### src/design/dcps_pkg.sv
// Shared constants, types and command structures for the dual channel PID step.
package dcps_pkg;

  localparam int VALUE_W    = 32;
  localparam int GAIN_W     = 24;
  localparam int RATE_W     = 16;
  localparam int PERIOD_W   = 24;
  localparam int CFG_IDX_W  = 3;
  localparam int CFG_DATA_W = 24;

  localparam int DEF_CHANNELS = 2;

  localparam logic [GAIN_W-1:0]   GAIN_P_RST = GAIN_W'(32768);
  localparam logic [GAIN_W-1:0]   GAIN_I_RST = GAIN_W'(3277);
  localparam logic [GAIN_W-1:0]   GAIN_D_RST = GAIN_W'(66);
  localparam logic [RATE_W-1:0]   RATE_RST   = RATE_W'(100);
  localparam logic [PERIOD_W-1:0] PERIOD_RST = PERIOD_W'(167772);

  localparam logic [CFG_IDX_W-1:0] REG_GAIN_P = CFG_IDX_W'(0);
  localparam logic [CFG_IDX_W-1:0] REG_GAIN_I = CFG_IDX_W'(1);
  localparam logic [CFG_IDX_W-1:0] REG_GAIN_D = CFG_IDX_W'(2);
  localparam logic [CFG_IDX_W-1:0] REG_RATE   = CFG_IDX_W'(3);
  localparam logic [CFG_IDX_W-1:0] REG_PERIOD = CFG_IDX_W'(4);

  // Shared multiplier operand and product widths.
  localparam int MUL_A_W = 35;
  localparam int MUL_B_W = 25;
  localparam int PROD_W  = MUL_A_W + MUL_B_W;
  localparam int DE_W    = VALUE_W + 1;
  localparam int DR_W    = DE_W + RATE_W + 2;
  localparam int ACC_W   = PROD_W + 2;
  localparam int INC_SH  = 24;
  localparam int OUT_SH  = 16;

  typedef enum logic [2:0] {
    MUL_PERIOD,
    MUL_RATE,
    MUL_PROP,
    MUL_DLO,
    MUL_DHI,
    MUL_INT
  } mul_op_e;

  typedef struct packed {
    logic    load;
    logic    err;
    logic    mul_go;
    mul_op_e mul_op;
    logic    fin;
  } dp_cmd_t;

  typedef struct packed {
    logic out_busy;
  } dp_stat_t;

endpackage

### src/design/dcps_ctrl.sv
// Sequencing state machine that steps one word through the shared multiplier.
module dcps_ctrl import dcps_pkg::*; (
  input  logic     clk_i,
  input  logic     rst_ni,
  input  logic     in_valid_i,
  output logic     in_ready_o,
  input  dp_stat_t stat_i,
  output dp_cmd_t  cmd_o
);

  localparam logic [3:0] S_IDLE  = 4'd0;
  localparam logic [3:0] S_ERR   = 4'd1;
  localparam logic [3:0] S_MPER  = 4'd2;
  localparam logic [3:0] S_MRATE = 4'd3;
  localparam logic [3:0] S_MPROP = 4'd4;
  localparam logic [3:0] S_MDLO  = 4'd5;
  localparam logic [3:0] S_MDHI  = 4'd6;
  localparam logic [3:0] S_MINT  = 4'd7;
  localparam logic [3:0] S_DRAIN = 4'd8;
  localparam logic [3:0] S_FIN   = 4'd9;

  logic [3:0] state_q, state_d;

  assign in_ready_o = (state_q == S_IDLE);

  always_comb begin
    state_d      = state_q;
    cmd_o        = '0;
    cmd_o.mul_op = MUL_PERIOD;
    case (state_q)
      S_IDLE: begin
        if (in_valid_i) begin
          cmd_o.load = 1'b1;
          state_d    = S_ERR;
        end
      end
      S_ERR: begin
        cmd_o.err = 1'b1;
        state_d   = S_MPER;
      end
      S_MPER: begin
        cmd_o.mul_go = 1'b1;
        cmd_o.mul_op = MUL_PERIOD;
        state_d      = S_MRATE;
      end
      S_MRATE: begin
        cmd_o.mul_go = 1'b1;
        cmd_o.mul_op = MUL_RATE;
        state_d      = S_MPROP;
      end
      S_MPROP: begin
        cmd_o.mul_go = 1'b1;
        cmd_o.mul_op = MUL_PROP;
        state_d      = S_MDLO;
      end
      S_MDLO: begin
        cmd_o.mul_go = 1'b1;
        cmd_o.mul_op = MUL_DLO;
        state_d      = S_MDHI;
      end
      S_MDHI: begin
        cmd_o.mul_go = 1'b1;
        cmd_o.mul_op = MUL_DHI;
        state_d      = S_MINT;
      end
      S_MINT: begin
        cmd_o.mul_go = 1'b1;
        cmd_o.mul_op = MUL_INT;
        state_d      = S_DRAIN;
      end
      S_DRAIN: begin
        state_d = S_FIN;
      end
      S_FIN: begin
        if (!stat_i.out_busy) begin
          cmd_o.fin = 1'b1;
          state_d   = S_IDLE;
        end
      end
      default: begin
        state_d = S_IDLE;
      end
    endcase
  end

  always_ff @(posedge clk_i or negedge rst_ni) begin
    if (!rst_ni) begin
      state_q <= S_IDLE;
    end else begin
      state_q <= state_d;
    end
  end

endmodule

### src/design/dcps_datapath.sv
// Datapath with configuration registers, channel state, shared multiplier and output register.
module dcps_datapath import dcps_pkg::*; #(
  parameter int CHANNELS = DEF_CHANNELS,
  localparam int CH_W = (CHANNELS > 1) ? $clog2(CHANNELS) : 1
) (
  input  logic                         clk_i,
  input  logic                         rst_ni,
  input  dp_cmd_t                      cmd_i,
  output dp_stat_t                     stat_o,
  input  logic                         cfg_we_i,
  input  logic [CFG_IDX_W-1:0]         cfg_index_i,
  input  logic [CFG_DATA_W-1:0]        cfg_data_i,
  input  logic                         kind_i,
  input  logic signed [VALUE_W-1:0]    setpoint_i,
  input  logic signed [VALUE_W-1:0]    measured_i,
  output logic                         out_valid_o,
  input  logic                         out_ready_i,
  output logic signed [VALUE_W-1:0]    drive_o,
  output logic                         integral_cleared_o,
  output logic                         saturated_o
);

  localparam logic signed [VALUE_W-1:0] MAXV = {1'b0, {(VALUE_W-1){1'b1}}};
  localparam logic signed [VALUE_W-1:0] MINV = {1'b1, {(VALUE_W-1){1'b0}}};
  localparam int INC_W = PROD_W - INC_SH;
  localparam int FIN_W = PROD_W + 1;

  logic signed [GAIN_W-1:0]   gain_p_q, gain_i_q, gain_d_q;
  logic [RATE_W-1:0]          rate_q;
  logic [PERIOD_W-1:0]        period_q;

  logic signed [VALUE_W-1:0]  sp_q, ms_q, e_q, integ_q;
  logic [CH_W-1:0]            ch_q;
  logic                       neg_q, clr_q;
  logic signed [DE_W-1:0]     de_q;
  logic signed [VALUE_W-1:0]  last_q [CHANNELS];
  logic signed [VALUE_W-1:0]  int_q  [CHANNELS];
  logic signed [PROD_W-1:0]   prod_q, hi_q;
  mul_op_e                    pop_q;
  logic                       pvld_q;
  logic signed [DR_W-1:0]     dr_q;
  logic signed [ACC_W-1:0]    acc_q;
  logic                       out_valid_q;
  logic signed [VALUE_W-1:0]  drive_q;
  logic                       clr_out_q, sat_q;

  logic [CH_W:0]              kind_ext;
  logic [CH_W-1:0]            ch_sel;
  logic signed [VALUE_W:0]    diff;
  logic signed [VALUE_W-1:0]  e_sat;
  logic signed [MUL_A_W-1:0]  mul_a;
  logic signed [MUL_B_W-1:0]  mul_b;
  logic signed [PROD_W-1:0]   product;
  logic signed [PROD_W-1:0]   inc_sum;
  logic signed [INC_W:0]      int_sum;
  logic signed [VALUE_W-1:0]  integ_sat;
  logic                       clear_hit;
  logic signed [FIN_W-1:0]    fin_sum;
  logic signed [FIN_W:0]      fin_val;
  logic                       fin_ovf;
  logic signed [VALUE_W-1:0]  fin_clip;

  assign kind_ext = (CH_W+1)'(kind_i);
  assign ch_sel   = (kind_ext >= (CH_W+1)'(CHANNELS)) ? CH_W'(CHANNELS - 1)
                                                      : kind_ext[CH_W-1:0];

  assign diff  = {sp_q[VALUE_W-1], sp_q} - {ms_q[VALUE_W-1], ms_q};
  assign e_sat = (diff[VALUE_W] != diff[VALUE_W-1]) ?
                 (diff[VALUE_W] ? MINV : MAXV) : diff[VALUE_W-1:0];

  always_comb begin
    case (cmd_i.mul_op)
      MUL_PERIOD: begin
        mul_a = MUL_A_W'(e_q);
        mul_b = $signed({{(MUL_B_W-PERIOD_W){1'b0}}, period_q});
      end
      MUL_RATE: begin
        mul_a = MUL_A_W'(de_q);
        mul_b = $signed({{(MUL_B_W-RATE_W){1'b0}}, rate_q});
      end
      MUL_PROP: begin
        mul_a = MUL_A_W'(e_q);
        mul_b = MUL_B_W'(gain_p_q);
      end
      MUL_DLO: begin
        mul_a = $signed({{(MUL_A_W-OUT_SH){1'b0}}, dr_q[OUT_SH-1:0]});
        mul_b = MUL_B_W'(gain_d_q);
      end
      MUL_DHI: begin
        mul_a = MUL_A_W'(dr_q[DR_W-1:OUT_SH]);
        mul_b = MUL_B_W'(gain_d_q);
      end
      MUL_INT: begin
        mul_a = MUL_A_W'(integ_q);
        mul_b = MUL_B_W'(gain_i_q);
      end
      default: begin
        mul_a = '0;
        mul_b = '0;
      end
    endcase
  end

  assign product = mul_a * mul_b;

  // Integral update: round the increment to Q16.16, add, saturate, then test for clearing.
  assign inc_sum = prod_q + PROD_W'(64'sd1 <<< (INC_SH - 1));
  assign int_sum = (INC_W+1)'(int_q[ch_q]) + (INC_W+1)'($signed(inc_sum[PROD_W-1:INC_SH]));
  always_comb begin
    if (int_sum > (INC_W+1)'(MAXV)) begin
      integ_sat = MAXV;
    end else if (int_sum < (INC_W+1)'(MINV)) begin
      integ_sat = MINV;
    end else begin
      integ_sat = int_sum[VALUE_W-1:0];
    end
  end
  assign clear_hit = $signed({integ_sat, 1'b0}) > $signed({sp_q[VALUE_W-1], sp_q});

  assign fin_sum = FIN_W'($signed(acc_q[ACC_W-1:OUT_SH])) + FIN_W'(hi_q);
  assign fin_val = neg_q ? -(FIN_W+1)'(fin_sum) : (FIN_W+1)'(fin_sum);
  assign fin_ovf = (fin_val > (FIN_W+1)'(MAXV)) || (fin_val < (FIN_W+1)'(MINV));
  assign fin_clip = (fin_val > (FIN_W+1)'(MAXV)) ? MAXV :
                    (fin_val < (FIN_W+1)'(MINV)) ? MINV : fin_val[VALUE_W-1:0];

  always_ff @(posedge clk_i or negedge rst_ni) begin
    if (!rst_ni) begin
      gain_p_q <= GAIN_P_RST;
      gain_i_q <= GAIN_I_RST;
      gain_d_q <= GAIN_D_RST;
      rate_q   <= RATE_RST;
      period_q <= PERIOD_RST;
    end else if (cfg_we_i) begin
      case (cfg_index_i)
        REG_GAIN_P: gain_p_q <= cfg_data_i[GAIN_W-1:0];
        REG_GAIN_I: gain_i_q <= cfg_data_i[GAIN_W-1:0];
        REG_GAIN_D: gain_d_q <= cfg_data_i[GAIN_W-1:0];
        REG_RATE:   rate_q   <= cfg_data_i[RATE_W-1:0];
        REG_PERIOD: period_q <= cfg_data_i[PERIOD_W-1:0];
        default: begin
        end
      endcase
    end
  end

  always_ff @(posedge clk_i or negedge rst_ni) begin
    if (!rst_ni) begin
      for (int i = 0; i < CHANNELS; i++) begin
        last_q[i] <= '0;
        int_q[i]  <= '0;
      end
      pvld_q      <= 1'b0;
      out_valid_q <= 1'b0;
    end else begin
      pvld_q <= cmd_i.mul_go;
      if (cmd_i.mul_go && (cmd_i.mul_op == MUL_PERIOD)) begin
        last_q[ch_q] <= e_q;
      end
      if (pvld_q && (pop_q == MUL_PERIOD)) begin
        int_q[ch_q] <= clear_hit ? '0 : integ_sat;
      end
      if (cmd_i.fin) begin
        out_valid_q <= 1'b1;
      end else if (out_ready_i) begin
        out_valid_q <= 1'b0;
      end
    end
  end

  always_ff @(posedge clk_i) begin
    if (cmd_i.load) begin
      sp_q  <= setpoint_i;
      ms_q  <= measured_i;
      ch_q  <= ch_sel;
      neg_q <= (ch_sel == '0);
    end
    if (cmd_i.err) begin
      e_q <= e_sat;
    end
    if (cmd_i.mul_go) begin
      prod_q <= product;
      pop_q  <= cmd_i.mul_op;
      if (cmd_i.mul_op == MUL_PERIOD) begin
        de_q <= DE_W'(e_q) - DE_W'(last_q[ch_q]);
      end
    end
    if (pvld_q) begin
      case (pop_q)
        MUL_PERIOD: begin
          integ_q <= clear_hit ? '0 : integ_sat;
          clr_q   <= clear_hit;
        end
        MUL_RATE: dr_q  <= prod_q[DR_W-1:0];
        MUL_PROP: acc_q <= ACC_W'(prod_q) + ACC_W'(64'sd1 <<< (OUT_SH - 1));
        MUL_DLO:  acc_q <= acc_q + ACC_W'(prod_q);
        MUL_DHI:  hi_q  <= prod_q;
        MUL_INT:  acc_q <= acc_q + ACC_W'(prod_q);
        default: begin
        end
      endcase
    end
    if (cmd_i.fin) begin
      drive_q   <= fin_clip;
      clr_out_q <= clr_q;
      sat_q     <= fin_ovf;
    end
  end

  assign stat_o.out_busy    = out_valid_q && !out_ready_i;
  assign out_valid_o        = out_valid_q;
  assign drive_o            = drive_q;
  assign integral_cleared_o = clr_out_q;
  assign saturated_o        = sat_q;

endmodule

### src/design/dual_channel_pid_step.sv
// Top level of the dual channel PID step: controller plus datapath.
// The result word is registered in the finish state, which follows the error, six multiply and drain states.
// A new word is accepted only once the last one has made its six passes through one shared multiplier.
// The output register lets a new word be accepted while the previous result waits.
// Reset is asynchronous and active low; it restores the gains and clears both channels' state.
module dual_channel_pid_step import dcps_pkg::*; #(
  parameter int CHANNELS = DEF_CHANNELS
) (
  input  logic                      clk_i,
  input  logic                      rst_ni,
  input  logic                      cfg_we_i,
  input  logic [CFG_IDX_W-1:0]      cfg_index_i,
  input  logic [CFG_DATA_W-1:0]     cfg_data_i,
  input  logic                      in_valid_i,
  output logic                      in_ready_o,
  input  logic                      kind_i,
  input  logic signed [VALUE_W-1:0] setpoint_i,
  input  logic signed [VALUE_W-1:0] measured_i,
  output logic                      out_valid_o,
  input  logic                      out_ready_i,
  output logic signed [VALUE_W-1:0] drive_o,
  output logic                      integral_cleared_o,
  output logic                      saturated_o
);

  dp_cmd_t  cmd;
  dp_stat_t stat;

  dcps_ctrl u_ctrl (
    .clk_i      (clk_i),
    .rst_ni     (rst_ni),
    .in_valid_i (in_valid_i),
    .in_ready_o (in_ready_o),
    .stat_i     (stat),
    .cmd_o      (cmd)
  );

  dcps_datapath #(
    .CHANNELS (CHANNELS)
  ) u_datapath (
    .clk_i              (clk_i),
    .rst_ni             (rst_ni),
    .cmd_i              (cmd),
    .stat_o             (stat),
    .cfg_we_i           (cfg_we_i),
    .cfg_index_i        (cfg_index_i),
    .cfg_data_i         (cfg_data_i),
    .kind_i             (kind_i),
    .setpoint_i         (setpoint_i),
    .measured_i         (measured_i),
    .out_valid_o        (out_valid_o),
    .out_ready_i        (out_ready_i),
    .drive_o            (drive_o),
    .integral_cleared_o (integral_cleared_o),
    .saturated_o        (saturated_o)
  );

endmodule

### config.mk
export PLATFORM = sky130hd
export DESIGN_NAME = dual_channel_pid_step
export DESIGN_NICKNAME = d
export VERILOG_FILES = /design/src/design/dcps_pkg.sv /design/src/design/dcps_ctrl.sv /design/src/design/dcps_datapath.sv /design/src/design/dual_channel_pid_step.sv
export SDC_FILE = /design/constraint.sdc
export NUM_CORES = 2
export LEC_CHECK = 0
export BUFFER_PORTS_ARGS = -buffer_cell sky130_fd_sc_hd__buf_2
export CORE_ASPECT_RATIO = 0.6
export CORE_MARGIN = 2
export CORE_UTILIZATION = 30
export CTS_BUF_LIST = sky130_fd_sc_hd__clkbuf_2
export CTS_CLUSTER_DIAMETER = 80
export DETAILED_ROUTE_END_ITERATION = 10
export MAX_ROUTING_LAYER = met4
export PLACE_DENSITY = 0.42
export SETUP_SLACK_MARGIN = 0.15
export SLEW_MARGIN = 20
export SYNTH_ARGS = -nofsm -noshare
export SYNTH_HDL_FRONTEND = slang
export SYNTH_HIERARCHICAL = 1
export SYNTH_SLANG_ARGS = --single-unit
### constraint.sdc
create_clock -name clk_i -period 13.35 [get_ports clk_i]
set_input_delay 0.6675 -clock clk_i [delete_from_list [all_inputs] [get_ports clk_i]]
set_output_delay 0.6675 -clock clk_i [all_outputs]
set_load 0.03 [all_outputs]
==> metrics.cfg <==
[status]
outcome = complete, no violations

[place]
placement.io_buffers = 132
dpl.hpwl_mm = 216.8
place_congestion = 0.9214

[synth]
async_reset_ff_frac = 0.3618
synthCells = 7510
synth_edf_count = 434
dominantRegCellSynth = edfxtp_1
syn-num-nets = 8919
yosysSeqAreaShare = 0.2657
avgSynthCellArea_um2 = 9.631
ys_ff_latch = 680
ys.warnings.count = 6
syn-cell-area_um2 = 72330
ys_types = 104

[floorplan]
initial_utilization = 0.3020
die_h_um = 384.3
num_io_pins = 133
fp.coreArea_um2 = 239500
design.die.area_um2 = 245200
dieWidth_um = 637.9
fp-row-count = 139

[setup_path]
required_ns = 14.60
critPathMaxFanout = 20
crit_slowest_cell = o31ai_1
worst_path_most_repeated_cell = fa_1
cp-start-kind = register
crit_type = register to register
cp.arrival_ns = 13.46
slowest_delay_ns = 0.85
cp-end-kind = register

[run]
maxCapViolations = 0

[clocking]
cts-buffers-inserted = 181
clock_sinks = 680
cts_tree = built
worstSkewPairLatency_ns = 1.70
cts_root_buf = clkbuf_2
clk_pin_slew_ns = 0.10
ctsHtreeMaxLevel = 4
clock_path_buffers = 4

[global_route]
grt_pass1_wl_mm = 391.9
grt_max_degree = 94
grt_pass1_vias = 55970
gr-total-overflow = 0
antenna_found_initial = 17
grt_usage = 0.2237

[final_layout]
drive_gt1_frac = 0.1166
syn_to_final_growth_pct = 11.95
nets = 9291

[worst_hold_path]
hold_class = primary input to register

[drt]
drt_iter0_drc = 5155
first_pass_iters = 7
vias = 57040
antenna_left = 0
totalWireLength_mm = 267.2
drc_errors = 0
wire_per_inst_um = 23.85
viasPerCell = 5.090

[timing]
fin_skew_ns = 0.3651
hold_viol = 0
slew_violations = 0
setup_violations = 0
fin_crit_ns = 12.21
fmax_mhz = 81.88
finalCritPeriodShare = 0.9148
relSlewSlack = 0.1944
grt_setup_unrepaired = no
worstMarginPinSlew_ns = 1.208
tns_ns = 0

[state kept, by name (all words and copies together), names as in the netlist, 3 cells and up]
| register | count |
|---|---|
| u_datapath/rate_q | 16 |
| u_datapath/sp_q | 32 |
| u_datapath/gain_d_q | 24 |
| u_datapath/drive_o | 32 |
| u_ctrl/state_q | 4 |
| u_datapath/de_q | 33 |
| u_datapath/period_q | 24 |
| u_datapath/ms_q | 32 |
| u_datapath/pop_q | 3 |
| u_datapath/integ_q | 32 |
| u_datapath/hi_q | 60 |
| u_datapath/gain_i_q | 24 |
| u_datapath/e_q | 32 |
| u_datapath/last_q | 64 |
| u_datapath/acc_q | 62 |
| u_datapath/gain_p_q | 24 |
| u_datapath/prod_q | 60 |
| u_datapath/dr_q | 51 |
| u_datapath/int_q | 64 |
[through the flow]
stage	setup WS [ns]	hold slack (ns)	util	instance area [µm²]	instances
after detailed placement	1.305	0.4045	0.3226	77260	10670
after global routing	0.6041	0.04812	0.3380	80950	11200
after CTS	1.228	0.001950	0.3379	80910	11190
final	1.137	0.1946	0.3381	80970	11210
after global placement	1.294	0.4136	0.3226	77250	10670
after floorplan	3.154	0.3719	-	72330	7510
[what timing repair did]
item / 4_1_cts / 5_1_grt
hold endpoints to repair: 405 / 0
buffers inserted: 0 / 0
setup endpoints to repair: 0 / 0
gates resized for setup: 0 / 0
hold buffers: 197 / 0
[placed cells by master, fill, tap and decap left out, drive strengths merged, types with 25 or more instances in the layout]
cell and n:
nor2b 90, xor2 119, or2 31, edfxtp 434, o22ai 25, a21oi 312, fa 893, o211ai 35
nor3 81, dfrtp 223, o21ai 361, ha 419, nand4 54, a21boi 31, nand2b 53, o21a 69
and2 58, xnor2 230, nor2 584, and3 62, mux2 220, or3 40, o31ai 37, o21bai 32
mux2i 100, nand3 87, nand2 959, buf 293, a31oi 32, dlygate4sd3 196, a211oi 39, a21o 127
clkbuf 252, clkinv 63, inv 1056
[synthesized netlist by cell type (18+ instances only)]
cell / instances / area, µm²
fa_1: 893 / 17880
and2_1: 57 / 356.6
inv_1: 1054 / 3956
or2_2: 29 / 181.4
a211oi_1: 38 / 285.3
o211ai_1: 35 / 262.8
a21boi_0: 28 / 210.2
nand4_1: 54 / 337.8
nand3_1: 86 / 430.4
nor2_1: 584 / 2192
nor2b_1: 90 / 563.0
ha_1: 419 / 5243
o21ai_1: 31 / 155.2
a21o_1: 127 / 953.4
or3_1: 40 / 250.2
xor2_1: 119 / 1042
o31ai_1: 37 / 277.8
dfstp_2: 23 / 604.3
nor3_1: 81 / 405.4
edfxtp_1: 434 / 13030
clkbuf_1: 271 / 1017
o21ai_2: 20 / 175.2
nand2b_1: 53 / 331.6
o22ai_1: 24 / 150.1
o21a_1: 69 / 518.0
o22a_1: 18 / 157.7
nand2_1: 959 / 3600
buf_1: 18 / 67.56
a21oi_1: 312 / 1562
mux2_2: 220 / 2477
o21bai_1: 32 / 240.2
a31oi_1: 32 / 200.2
o21ai_0: 310 / 1551
dfrtp_1: 223 / 5580
mux2i_1: 100 / 1001
xnor2_1: 230 / 2014
and3_1: 62 / 387.9
[critical path: cells and delay by family (launching register included)]
kind                     cells  cell delay, ns
XOR/XNOR                     1            0.09
adder cells (fa/ha/maj)      8            4.03
AND/OR/NAND/NOR              6            1.87
flip-flops                   1            0.53
buffers and inverters        7            0.78
AO/OA/AOI/OAI               13            4.62
[cell families after synthesis]
group / after synthesis / synth area share
AO/OA/AOI/OAI: 1309 / 0.1175
multiplexers: 320 / 0.04809
AND/OR/NAND/NOR: 2181 / 0.1350
XOR/XNOR: 349 / 0.04226
buffers and inverters: 1356 / 0.07131
adder cells (fa/ha/maj): 1315 / 0.3201
flip-flops: 680 / 0.2657
[path summary, 6_finish.rpt]
path | from | to | slack (ns) | depth (start not counted)
hold / removal | cfg_data_i[2] | u_datapath/gain_d_q[2] | 0.19 | 3
setup / recovery | u_ctrl/state_q[3] | u_datapath/prod_q[57] | 1.14 | 35
setup reg to reg | u_ctrl/state_q[3] | u_datapath/prod_q[57] | 1.14 | 35
max in group asynchronous | rst_ni | u_datapath/last_q[32] | 11.22 | 5
min in group asynchronous | rst_ni | u_datapath/rate_q[5] | 0.40 | 3
hold reg to reg | u_datapath/clr_q | u_datapath/integral_cleared_o | 0.43 | 0
[layer usage]
metal  vias up  wire (µm)  GRT usage
li1      25840          -          -
met1     29110     142700     0.3633
met2      1885      98050     0.2769
met3       208      23650    0.05064
met4         0       2835    0.02762
met5         -          0          -
[final cells by class]
type / instances / area [µm²]
Clock inverter: 68 / 400.4
Antenna cell: 14 / 35.03
Multi-Input combinational cell: 5474 / 48210
Sequential cell: 680 / 19220
Timing Repair Buffer: 489 / 3915
Fill cell: 24810 / 158500
Clock buffer: 252 / 1261
Tap cell: 3172 / 3969
Inverter: 1056 / 3964
Power is left out: the tool's default activity adds up to more than one toggle a clock period on the data nets, which glitch-free logic cannot reach.
